===== src/hdl/peh_pkg.sv =====
// shared constants, codes and types of the programmable edge histogram
package peh_pkg;

	localparam int NUM_BINS    = 7;
	localparam int COUNT_BITS  = 48;
	localparam int EDGE_REGS   = 7;
	localparam int EDGE_BITS   = 31;
	localparam int SAMPLE_BITS = 32;
	localparam int BIN_BITS    = 3;
	localparam int FUNC_BITS   = 2;
	localparam int STATUS_BITS = 3;
	localparam int CFG_IDX_BITS = 3;
	localparam int CFG_DATA_BITS = 31;
	localparam int USED_BITS   = 3;
	localparam int QUEUE_DEPTH = 2;
	localparam int QPTR_BITS   = $clog2(QUEUE_DEPTH);
	localparam int QCNT_BITS   = $clog2(QUEUE_DEPTH + 1);

	localparam logic [COUNT_BITS-1:0] COUNT_MAX = {COUNT_BITS{1'b1}};

	// register indexes on the configuration port
	localparam logic [CFG_IDX_BITS-1:0] REG_EDGE_LAST = CFG_IDX_BITS'(EDGE_REGS - 1);
	localparam logic [CFG_IDX_BITS-1:0] REG_BINS_USED = CFG_IDX_BITS'(EDGE_REGS);

	localparam logic [USED_BITS-1:0] BINS_USED_RESET = USED_BITS'(7);

	typedef logic [EDGE_BITS-1:0] edge_t;

	// lower edges after reset: 0.0, 1.0, ... 6.0 in Q16.16
	localparam edge_t EDGE_RESET [EDGE_REGS] = '{
		31'd0, 31'd65536, 31'd131072, 31'd196608,
		31'd262144, 31'd327680, 31'd393216
	};

	typedef enum logic [FUNC_BITS-1:0] {
		FN_INSERT = 2'd0,
		FN_CLEAR  = 2'd1,
		FN_READ   = 2'd2
	} func_t;

	typedef enum logic [STATUS_BITS-1:0] {
		ST_COUNTED   = 3'd0,
		ST_NEGATIVE  = 3'd1,
		ST_BELOW     = 3'd2,
		ST_CLEARED   = 3'd3,
		ST_READ_DONE = 3'd4
	} status_t;

	// classified operation handed from front to back
	typedef struct packed {
		status_t             status;
		logic [BIN_BITS-1:0] bin;
	} op_t;

	typedef struct packed {
		logic full;
		logic empty;
	} qstat_t;

endpackage


===== src/hdl/peh_ifs.sv =====
// channel interfaces: item input, result output, configuration write
interface peh_in_if;
	import peh_pkg::*;
	logic                          valid;
	logic                          ready;
	logic [FUNC_BITS-1:0]          func;
	logic signed [SAMPLE_BITS-1:0] sample;
	logic [BIN_BITS-1:0]           bin_select;

	modport source (output valid, func, sample, bin_select, input ready);
	modport sink (input valid, func, sample, bin_select, output ready);
endinterface

interface peh_out_if;
	import peh_pkg::*;
	logic                   valid;
	logic                   ready;
	logic [STATUS_BITS-1:0] status;
	logic [BIN_BITS-1:0]    bin;
	logic [COUNT_BITS-1:0]  bin_count;
	logic [COUNT_BITS-1:0]  total_count;

	modport source (output valid, status, bin, bin_count, total_count, input ready);
	modport sink (input valid, status, bin, bin_count, total_count, output ready);
endinterface

interface peh_cfg_if;
	import peh_pkg::*;
	logic                     valid;
	logic                     ready;
	logic [CFG_IDX_BITS-1:0]  index;
	logic [CFG_DATA_BITS-1:0] data;

	modport source (output valid, index, data, input ready);
	modport sink (input valid, index, data, output ready);
endinterface


===== src/hdl/programmable_edge_histogram_top.sv =====
// top level of the programmable edge histogram
//
// channel   dir  word                                   accepted when
// items     in   func, sample, bin_select               items.valid && items.ready
// results   out  status, bin, bin_count, total_count    results.valid && results.ready
// cfg       in   index (0..6 edges, 7 bins_used), data  cfg.valid && cfg.ready (always ready)
//
// one word per cycle while results.ready is high; queue slot, then result register
// the front compares the sample against all edges at once, the back does one
// 48-bit saturating increment per cycle, unless stalled, on the addressed counter
// reset clears counters, total, queue and result valid, and loads the default edges
// a two-entry queue lets the front keep taking words while a result waits;
// items.ready drops only when that queue is full
// func code 3 is taken and dropped with no result
module programmable_edge_histogram_top import peh_pkg::*; (
	input  logic      clk,
	input  logic      arst_n,
	peh_in_if.sink    items,
	peh_out_if.source results,
	peh_cfg_if.sink   cfg
);

	// front to queue
	logic   push;
	op_t    push_op;
	// queue to back
	logic   pop;
	op_t    head;
	qstat_t qstat;

	// accept and classify against the edge registers
	peh_front u_front (
		.clk     (clk),
		.arst_n  (arst_n),
		.items   (items),
		.cfg     (cfg),
		.qstat   (qstat),
		.push    (push),
		.push_op (push_op)
	);

	// decouples front and back stalls
	peh_queue u_queue (
		.clk     (clk),
		.arst_n  (arst_n),
		.push    (push),
		.push_op (push_op),
		.pop     (pop),
		.head    (head),
		.qstat   (qstat)
	);

	// counter update and result register
	peh_back u_back (
		.clk     (clk),
		.arst_n  (arst_n),
		.head    (head),
		.qstat   (qstat),
		.pop     (pop),
		.results (results)
	);

endmodule


===== src/hdl/peh_front.sv =====
// front end: edge registers, item accept and bin classification
module peh_front import peh_pkg::*; (
	input  logic         clk,
	input  logic         arst_n,
	peh_in_if.sink       items,
	peh_cfg_if.sink      cfg,
	input  qstat_t       qstat,
	output logic         push,
	output op_t          push_op
);

	edge_t                edges_q [EDGE_REGS];
	logic [USED_BITS-1:0] bins_used_q;
	logic [USED_BITS-1:0] n_act;
	logic                 found;
	logic [BIN_BITS-1:0]  hit_bin;
	logic                 accept;

	assign cfg.ready = 1'b1;

	always_ff @(posedge clk or negedge arst_n) begin
		if (!arst_n) begin
			for (int i = 0; i < EDGE_REGS; i++) edges_q[i] <= EDGE_RESET[i];
			bins_used_q <= BINS_USED_RESET;
		end else if (cfg.valid) begin
			if (cfg.index <= REG_EDGE_LAST) begin
				edges_q[cfg.index] <= cfg.data[EDGE_BITS-1:0];
			end else if (cfg.index == REG_BINS_USED) begin
				bins_used_q <= cfg.data[USED_BITS-1:0];
			end
		end
	end

	// clamp bins in use to 1..NUM_BINS
	always_comb begin
		if (bins_used_q == '0) begin
			n_act = USED_BITS'(1);
		end else if (bins_used_q > USED_BITS'(NUM_BINS)) begin
			n_act = USED_BITS'(NUM_BINS);
		end else begin
			n_act = bins_used_q;
		end
	end

	// parallel edge compares, highest hit wins
	always_comb begin
		found   = 1'b0;
		hit_bin = '0;
		for (int i = 0; i < NUM_BINS; i++) begin
			if (USED_BITS'(i) < n_act && edges_q[i] <= items.sample[EDGE_BITS-1:0]) begin
				found   = 1'b1;
				hit_bin = BIN_BITS'(i);
			end
		end
	end

	assign items.ready = !qstat.full;
	assign accept      = items.valid && items.ready;

	always_comb begin
		push           = 1'b0;
		push_op.status = ST_COUNTED;
		push_op.bin    = '0;
		unique case (func_t'(items.func))
			FN_INSERT: begin
				push = accept;
				if (items.sample[SAMPLE_BITS-1]) begin
					push_op.status = ST_NEGATIVE;
				end else if (!found) begin
					push_op.status = ST_BELOW;
				end else begin
					push_op.status = ST_COUNTED;
					push_op.bin    = hit_bin;
				end
			end
			FN_CLEAR: begin
				push           = accept;
				push_op.status = ST_CLEARED;
			end
			FN_READ: begin
				push           = accept;
				push_op.status = ST_READ_DONE;
				push_op.bin    = items.bin_select;
			end
			default: begin
				push = 1'b0;
			end
		endcase
	end

endmodule


===== src/hdl/peh_queue.sv =====
// short queue of classified operations between front and back
module peh_queue import peh_pkg::*; (
	input  logic   clk,
	input  logic   arst_n,
	input  logic   push,
	input  op_t    push_op,
	input  logic   pop,
	output op_t    head,
	output qstat_t qstat
);

	op_t                  slots_q [QUEUE_DEPTH];
	logic [QPTR_BITS-1:0] wr_ptr_q;
	logic [QPTR_BITS-1:0] rd_ptr_q;
	logic [QCNT_BITS-1:0] count_q;

	assign qstat.full  = (count_q == QCNT_BITS'(QUEUE_DEPTH));
	assign qstat.empty = (count_q == '0);
	assign head        = slots_q[rd_ptr_q];

	always_ff @(posedge clk) begin
		if (push) slots_q[wr_ptr_q] <= push_op;
	end

	always_ff @(posedge clk or negedge arst_n) begin
		if (!arst_n) begin
			wr_ptr_q <= '0;
			rd_ptr_q <= '0;
			count_q  <= '0;
		end else begin
			if (push) begin
				wr_ptr_q <= (wr_ptr_q == QPTR_BITS'(QUEUE_DEPTH - 1)) ? '0 : wr_ptr_q + 1'b1;
			end
			if (pop) begin
				rd_ptr_q <= (rd_ptr_q == QPTR_BITS'(QUEUE_DEPTH - 1)) ? '0 : rd_ptr_q + 1'b1;
			end
			if (push && !pop) begin
				count_q <= count_q + 1'b1;
			end else if (pop && !push) begin
				count_q <= count_q - 1'b1;
			end
		end
	end

endmodule


===== src/hdl/peh_back.sv =====
// back end: bin counters, running total and result register
module peh_back import peh_pkg::*; (
	input  logic     clk,
	input  logic     arst_n,
	input  op_t      head,
	input  qstat_t   qstat,
	output logic     pop,
	peh_out_if.source results
);

	logic [COUNT_BITS-1:0]  counters_q [NUM_BINS];
	logic [COUNT_BITS-1:0]  total_q;
	logic                   out_valid_q;
	status_t                out_status_q;
	logic [BIN_BITS-1:0]    out_bin_q;
	logic [COUNT_BITS-1:0]  out_count_q;
	logic [COUNT_BITS-1:0]  out_total_q;

	logic                   in_range;
	logic [COUNT_BITS-1:0]  cur;
	logic                   sat;
	logic [COUNT_BITS-1:0]  cnt_next;
	logic [COUNT_BITS-1:0]  tot_next;

	assign pop = !qstat.empty && (!out_valid_q || results.ready);

	assign in_range = (head.bin < BIN_BITS'(NUM_BINS));
	assign cur      = in_range ? counters_q[head.bin] : '0;
	assign sat      = (cur == COUNT_MAX);
	assign cnt_next = sat ? cur : cur + 1'b1;
	assign tot_next = (!sat && total_q != COUNT_MAX) ? total_q + 1'b1 : total_q;

	always_ff @(posedge clk or negedge arst_n) begin
		if (!arst_n) begin
			for (int i = 0; i < NUM_BINS; i++) counters_q[i] <= '0;
			total_q     <= '0;
			out_valid_q <= 1'b0;
		end else begin
			if (pop) begin
				out_valid_q <= 1'b1;
				unique case (head.status)
					ST_COUNTED: begin
						counters_q[head.bin] <= cnt_next;
						total_q              <= tot_next;
					end
					ST_CLEARED: begin
						for (int i = 0; i < NUM_BINS; i++) counters_q[i] <= '0;
						total_q <= '0;
					end
					default: begin
					end
				endcase
			end else if (results.ready) begin
				out_valid_q <= 1'b0;
			end
		end
	end

	always_ff @(posedge clk) begin
		if (pop) begin
			out_status_q <= head.status;
			unique case (head.status)
				ST_COUNTED: begin
					out_bin_q   <= head.bin;
					out_count_q <= cnt_next;
					out_total_q <= tot_next;
				end
				ST_READ_DONE: begin
					out_bin_q   <= head.bin;
					out_count_q <= cur;
					out_total_q <= total_q;
				end
				ST_CLEARED: begin
					out_bin_q   <= '0;
					out_count_q <= '0;
					out_total_q <= '0;
				end
				default: begin
					out_bin_q   <= '0;
					out_count_q <= '0;
					out_total_q <= total_q;
				end
			endcase
		end
	end

	assign results.valid       = out_valid_q;
	assign results.status      = out_status_q;
	assign results.bin         = out_bin_q;
	assign results.bin_count   = out_count_q;
	assign results.total_count = out_total_q;

endmodule


===== src/flat_wrapper.sv =====
// flat-port wrapper written by rule: the top's interface ports become plain ports
module programmable_edge_histogram_top_flat import peh_pkg::*;
  (clk, arst_n, items_valid, items_func, items_sample, items_bin_select, items_ready, results_valid, results_status, results_bin, results_bin_count, results_total_count, results_ready, cfg_valid, cfg_index, cfg_data, cfg_ready);
  peh_in_if items_i ();
  peh_out_if results_i ();
  peh_cfg_if cfg_i ();
  input  logic clk;
  input  logic arst_n;
  input wire logic [$bits(items_i.valid)-1:0] items_valid;
  input wire logic [$bits(items_i.func)-1:0] items_func;
  input wire logic [$bits(items_i.sample)-1:0] items_sample;
  input wire logic [$bits(items_i.bin_select)-1:0] items_bin_select;
  output wire logic [$bits(items_i.ready)-1:0] items_ready;
  output wire logic [$bits(results_i.valid)-1:0] results_valid;
  output wire logic [$bits(results_i.status)-1:0] results_status;
  output wire logic [$bits(results_i.bin)-1:0] results_bin;
  output wire logic [$bits(results_i.bin_count)-1:0] results_bin_count;
  output wire logic [$bits(results_i.total_count)-1:0] results_total_count;
  input wire logic [$bits(results_i.ready)-1:0] results_ready;
  input wire logic [$bits(cfg_i.valid)-1:0] cfg_valid;
  input wire logic [$bits(cfg_i.index)-1:0] cfg_index;
  input wire logic [$bits(cfg_i.data)-1:0] cfg_data;
  output wire logic [$bits(cfg_i.ready)-1:0] cfg_ready;
  assign items_i.valid = items_valid;
  assign items_i.func = items_func;
  assign items_i.sample = items_sample;
  assign items_i.bin_select = items_bin_select;
  assign items_ready = items_i.ready;
  assign results_valid = results_i.valid;
  assign results_status = results_i.status;
  assign results_bin = results_i.bin;
  assign results_bin_count = results_i.bin_count;
  assign results_total_count = results_i.total_count;
  assign results_i.ready = results_ready;
  assign cfg_i.valid = cfg_valid;
  assign cfg_i.index = cfg_index;
  assign cfg_i.data = cfg_data;
  assign cfg_ready = cfg_i.ready;
  programmable_edge_histogram_top u_core (.clk(clk), .arst_n(arst_n), .items(items_i), .results(results_i), .cfg(cfg_i));
endmodule

===== config.mk =====
export PLATFORM = sky130hd
export DESIGN_NAME = programmable_edge_histogram_top_flat
export DESIGN_NICKNAME = d
export VERILOG_FILES = /design/src/hdl/peh_pkg.sv /design/src/hdl/peh_ifs.sv /design/src/hdl/programmable_edge_histogram_top.sv /design/src/hdl/peh_front.sv /design/src/hdl/peh_queue.sv /design/src/hdl/peh_back.sv /design/src/flat_wrapper.sv
export SDC_FILE = /design/constraint.sdc
export NUM_CORES = 2
export LEC_CHECK = 0
export BUFFER_PORTS_ARGS = -buffer_cell sky130_fd_sc_hd__buf_2
export CORE_AREA = 2 2 333 335
export CTS_CLUSTER_DIAMETER = 40
export DETAILED_ROUTE_END_ITERATION = 10
export DIE_AREA = 0 0 335 337
export GPL_TIMING_DRIVEN = 0
export SLEW_MARGIN = 0
export SYNTH_ARGS = -nofsm -noshare
export SYNTH_HDL_FRONTEND = slang
export SYNTH_SLANG_ARGS = --single-unit

===== constraint.sdc =====
create_clock -name clk -period 5.72 [get_ports clk]
set_clock_uncertainty 0.1 [all_clocks]
set_input_delay 1.144 -clock clk [delete_from_list [all_inputs] [get_ports clk]]
set_output_delay 1.144 -clock clk [all_outputs]
set_load 0.02 [all_outputs]

### Word-level counts from Yosys, hierarchy flattened

Memories as Yosys holds them, arrays and structs flattened.
Cells that the tools add are included.

| operators by class | value |
|---|---|
| add/subtract/negate cells | 6 |
| magnitude comparators | 21 |
| equal/unequal tests | 8 |
| muxes and demuxes | 45 |
| bitwise gates (word level) | 3 |
| reduce and logical (&&, ||, !) cells | 33 |

Operator list:

| operator | number |
|---|---|
| $pmux W336 S2 | 1 |
| $bwmux W336 | 1 |
| $mux W48 | 6 |
| $bwmux W217 | 1 |
| $le A31 B31 Y1 | 7 |
| $pmux W48 S2 | 2 |
| $bmux W48 S3 | 1 |
| $demux W48 S3 | 1 |
| $add A48 B1 Y48 const B | 2 |
| $demux W31 S3 | 1 |
| $eq A48 B48 Y1 const B | 1 |
| $ne A48 B48 Y1 const B | 1 |
| $mux W31 | 1 |
| $mux W3 | 10 |
| $mux W1 | 15 |
| $logic_and A1 B1 Y1 | 14 |
| $lt A3 B3 Y1 const A | 3 |
| $pmux W3 S3 | 1 |
| $ge A4 B4 Y1 const B | 2 |
| $lt A4 B1 Y1 const B | 2 |
| $not A3 Y4 | 2 |
| $eq A3 B3 Y1 const B | 2 |
| $logic_not A1 Y1 | 6 |
| $logic_not A3 Y1 | 2 |
| 21 further kinds | 31 |

| word-level totals | value |
|---|---|
| register bits | 711 |
| RAM bits | 12 |
| input port bits | 76 |
| word-level logic and storage cells | 141 |
| memories | 1 |

Memories:

| name | words | width | read ports | clocked after memory_dff | write ports | RTL line | text |
|---|---|---|---|---|---|---|---|
| u_core.u_queue.slots_q | 2 | 6 | 1 | 0 | 1 | peh_queue.sv:12 | `op_t slots_q [QUEUE_DEPTH];` |

### Logic depth before layout (Yosys ltp)

| depth | value |
|---|---|
| word-level depth | 15 |
| gate-level depth with buffers | 21 |
| depth with buffers taken out | 11 |

### Cells and area by module

From an unflattened synthesis, not the netlist that was laid out.

| second synthesis, totals | value |
|---|---|
| cells, all modules | 3396 |
| area, all modules | 37800.0 um^2 |

By module, submodules not included:

| module | instances | cells an instance | area an instance (um^2) | sequential area each (um^2) |
|---|---|---|---|---|
| peh_back | 1 | 2244 | 24026.8 | 12697.2 |
| peh_front | 1 | 1117 | 13151.4 | 5520.3 |
| peh_queue | 1 | 35 | 621.8 | 460.4 |

### Worst setup path after synthesis

No wires, ideal clock.

| path | value |
|---|---|
| path type | input port to flip-flop |
| start point | input port results_ready |
| end point | register u_core.u_back.total_q[33] |
| arrival time | 4.680 ns |
| required time | 5.319 ns |
| path slack | 0.639 ns |
| stages | 5 |
| path buffers | 1 |
| cells stage by stage | nand2b_1 > o21ai_1 > inv_2 > clkbuf_1 > a31oi_1 |

| between the ends | value |
|---|---|
| word-level cells in the longest chain between the ends | 2 |

Ends and longest elaborated chain:

| item | RTL line | text |
|---|---|---|
| from (decl) | flat_wrapper.sv:19 | `input wire logic [$bits(results_i.ready)-1:0] results_ready;` |
| $logic_or A1 B1 Y1 | peh_back.sv:25 | `assign pop = !qstat.empty && (!out_valid_q \|\| results.ready);` |
| $logic_and A1 B1 Y1 | peh_back.sv:25 |  |
| named net u_core.pop | programmable_edge_histogram_top.sv:27 | `logic pop;` |
| to (signal assigned) | peh_back.sv:44 | `total_q <= tot_next;` |
| to (decl) | peh_back.sv:12 | `logic [COUNT_BITS-1:0] total_q;` |

The timed path passes the listed nets, and every way through them passes these cells.
A chain may end at the register's enable or synchronous reset.

### Worst setup path after layout

| path | value |
|---|---|
| start point | register u_core.u_queue.rd_ptr_q |
| end point | register u_core.u_back.out_count_q[28], in the netlist u_core.u_back.results.bin_count[28], data pin |

| between the ends | value |
|---|---|
| word-level cells in the longest chain between the ends | 9 |
| elaborated cells on any way between the ends | 13 |
| those cells by class | 1 x add/sub; 1 x order compare; 2 x eq/ne; 6 x mux; 1 x bitwise; 1 x reduce/logical; 1 x memory |

Ends and longest elaborated chain:

| item | RTL line | text |
|---|---|---|
| from (decl) | peh_queue.sv:14 | `logic [QPTR_BITS-1:0] rd_ptr_q;` |
| from (signal assigned) | peh_queue.sv:35 | `rd_ptr_q <= (rd_ptr_q == QPTR_BITS'(QUEUE_DEPTH - 1)) ? '0 : rd_ptr_q + 1'b1;` |
| $mem_v2 Z2 W6 * | n/a |  |
| $not A3 Y4 (implied by the code) | peh_back.sv:28 | `assign cur = in_range ? counters_q[head.bin] : '0;` |
| $bmux W48 S3 | peh_back.sv:28 |  |
| $mux W48 (implied by the code) (2 in series) | peh_back.sv:28 |  |
| $mux W48 | peh_back.sv:28 |  |
| $add A48 B1 Y48 / $eq A48 B48 Y1 (equally long branches) | peh_back.sv:30, peh_back.sv:29 |  |
| $mux W48 | peh_back.sv:30 | `assign cnt_next = sat ? cur : cur + 1'b1;` |
| $pmux W48 S2 * | peh_back.sv:62 | `unique case (head.status)` |
| to (signal assigned) | peh_back.sv:65 | `out_count_q <= cnt_next;` |
| to (signal assigned) | peh_back.sv:70 | `out_count_q <= cur;` |
| to (decl) | peh_back.sv:16 | `logic [COUNT_BITS-1:0] out_count_q;` |

Every way passes the cells marked *; elsewhere a longest branch is shown, timed or not. The select of a mux whose other input is x is not followed.

==> results.cfg <==
[status]
outcome = finished with violations
violations = max-capacitance violations, max-slew violations, negative setup slack

[drt]
routedWlPerCell_um = 34.46
drt_iter0_markers = 6669
vias = 43688
drt_first_pass_iters = 6
drtAntennaViolNets = 0
drc = 0
via_per_inst = 6.831
wirelength_mm = 220.4

[logic_synthesis]
ys_async_sr_fraction = 0.8423
yosysSeqAreaShare = 0.4308
netlist_instances = 4465
yosys.area.top_type = dfrtp_1
yosys_warnings = 0
synth.top_cell.area_share = 0.3446
synth_area_leaders = dfrtp_1 34%, edfxtp_1 7.9%, ha_1 6.3%
ys_seq_elements = 723
syn_area_um2 = 43360
synth_nets = 4761
yosysUniqueCellTypes = 98
synth_edf_count = 114
synth_ff_type = dfrtp_1
syn_avg_cell_area_um2 = 9.711

[clock_network]
cts_tree = done
clk_pin_slew_ns = 0.05
root_buffer = clkbuf_16
hold_buffers = 0
cts_buffers = 138
clkLatencyLatePin_ns = 0.76
h-tree-depth = 4
clkSinkCount = 723
cts_max_path_buffers = 3

[sta]
tns_ns = -3.966
rsz0062_at_grt = yes
relSlewSlack = -0.07317
fmax_mhz = 167.5
finalCritPeriodShare = 1.044
post-route-min-period_ns = 5.970
final-hold-violation-count = 0
setup_ws_ns = -0.2505
setup_viol = 71
worst_slew_pin_slew_ns = 1.610
drv_slew = 57

[critical_path]
cpMostUsedCell = buf_2
path_buf_inv = 8
r2r_setup_slack_ns = -0.25
cp-start-kind = register
crit_family = buffers and inverters
path_max_fanout = 10
cp.depth = 11
regToRegEndpoint = u_core.u_back.results.bin_count[28]
critPathRequiredTime_ns = 5.99
end_kind = register
r2r_start = u_core.u_queue.rd_ptr_q
critPathSlowestCell = nor2_1
slowest_delay_ns = 1.12
reg2regPathDepth = 11
cp_cell_sequence = buf_4, buf_6, buf_6, buf_2, buf_2, buf_2, nor3_1, nor2_1, clkbuf_2, buf_1, a21oi_1
worstSetupPathType = reg -> reg
crit_arrival_ns = 6.24

[grt]
grt_pass1_wl_mm = 307.4
grt.total_usage = 0.3821
grt_pass1_vias = 41081
grt.overflow.total = 0
antenna_found_initial = 20
grt_max_degree = 114

[run]
maxCapViolCount = 6

[hold_path]
min_path_type = in -> async

[die]
fp.dieH_um = 337
start_util = 0.3956
die_w_um = 335
num_io_pins = 181
core.rowCount = 122
core_area_um2 = 109600
die_area_um2 = 112900

[power_and_ir_drop]
leakage_nw = 22.49
total_power_mw = 28.06
power.density_nw_per_um2 = 533.9
ir_drop_uv = 279.4

[final_layout]
fillers = 10353
layout_commonest_cell = dfrtp_1
finish.utilization = 0.4796
syn2layout_area_growth_pct = 21.22
final_cell_mix = 597 x dfrtp_1, 374 x nand2_1, 295 x nor2_1
nets = 5141
drive_gt1_frac = 0.2142

[placed_design]
dp_hpwl_mm = 149.5
io_buffer_count = 177
gp_congestion = 1.064
==> kinds of logic (layout without fill, tap and decap cells) <==
group                    after synthesis  after routing  synth area share
multiplexers                         256            256           0.06594
flip-flops                           723            723            0.4308
adder cells (fa/ha/maj)              220            220           0.06349
AND/OR/NAND/NOR                     1562           1563            0.1871
XOR/XNOR                               7              7          0.001414
other                                  1             12        0.00008649
AO/OA/AOI/OAI                       1190           1190            0.2022
buffers and inverters                506            999           0.04897
==> area by class of cell <==
type	count	area, µm²	share of cell area
multi-input cells	3237	23260	0.4425
flip-flops and latches	723	18680	0.3554
clock buffers	170	3759	0.07151
plain buffers	398	2082	0.03961
well taps	1426	1784	0.03395
repair buffers	248	1642	0.03123
clock inverters	84	952.2	0.01812
inverters	99	376.6	0.007165
diodes	11	27.53	0.0005237
==> report_power, final <==
group / switching [mW] / internal (mW) / leakage, nW
Clock: 3.11 / 5.24 / 2.31
Sequential: 1.06 / 7.08 / 8.93
Combinational: 7.87 / 3.70 / 11.2
Total: 12.0 / 16.0 / 22.5
==> registers in the layout, indices dropped and copies added (netlist names) <==
| register | flops |
|---|---|
| u_core.u_back.total_q | 48 |
| u_core.u_back.results.bin | 3 |
| u_core.u_back.counters_q | 336 |
| u_core.u_front.edges_q | 217 |
| u_core.u_back.results.valid | 1 |
| u_core.u_front.bins_used_q | 3 |
| u_core.u_back.results.total_count | 48 |
| u_core.u_queue.slots_q | 12 |
| u_core.u_back.results.bin_count | 48 |
| u_core.u_back.results.status | 3 |
| u_core.u_queue.rd_ptr_q | 1 |
| u_core.u_queue.wr_ptr_q | 1 |
| u_core.u_queue.count_q | 2 |
==> synthesized netlist by cell type (all sizes together) (118+ instances only) <==
| cell type | count |
|---|---|
| a21oi | 165 |
| a221o | 157 |
| buf | 129 |
| clkbuf | 278 |
| dfrtp | 597 |
| ha | 220 |
| mux2 | 224 |
| nand2 | 379 |
| nand3 | 209 |
| nand4 | 171 |
| nor2 | 306 |
| nor3 | 123 |
| o211ai | 118 |
| o21ai | 177 |
==> stage by stage <==
| step | worst slack, ns | cell area (µm²) | cells | hold WS (ns) |
|---|---|---|---|---|
| detailed placement | -3.300 | 46470 | 6090 | 0.3592 |
| CTS | 0.002609 | 52110 | 6376 | 0.2276 |
| global route | -0.08171 | 52540 | 6386 | 0.2508 |
| floorplan | 0.6390 | 43360 | 4465 | 0.3406 |
| global placement | -10.82 | 46030 | 6068 | 0.3549 |
| finish | -0.2505 | 52560 | 6396 | 0.2236 |
==> worst max-delay path by stage <==
stage / startpoint / to / slack [ns]
6_report: u_core.u_queue.rd_ptr_q / u_core.u_back.results.bin_count[28] / -0.25
3_5_place_dp: u_core.u_queue.slots_q[1][1] / u_core.u_back.results.bin_count[25] / -3.30
5_1_grt: u_core.u_queue.rd_ptr_q / u_core.u_back.results.total_count[6] / -0.08
4_1_cts: u_core.u_queue.slots_q[1][1] / u_core.u_back.results.bin_count[25] / 0.003
3_3_place_gp: arst_n / u_core.u_front.edges_q[173] / -10.82
2_1_floorplan: results_ready / u_core.u_back.total_q[33] / 0.64
==> metal layers <==
layer,share of wire,vias up,GRT usage
met5,0.00055,-,0
met4,0.082,20,0.2590
met3,0.13,900,0.1390
met2,0.41,3279,0.5403
met1,0.38,21484,0.4858
li1,-,18005,-
==> what timing repair did <==
action                                  4_1_cts  5_1_grt
endpoints found under the setup margin      480      359
gates cloned                                  0        1
buffers inserted                             37       12
pin swaps                                    17        6
hold endpoints to repair                      0        0
gates resized for setup                     207      131
==> worst register-to-register path: stages, from the launching register on <==
cell and delay [ns]:
dfrtp_1 0.34, buf_4 0.17, buf_6 0.20, buf_6 0.18, buf_2 0.32, buf_2 0.38
buf_2 0.39, nor3_1 0.18, nor2_1 1.12, clkbuf_2 0.76, buf_1 1.04, a21oi_1 0.40
(Power assumes the default switching activity.)
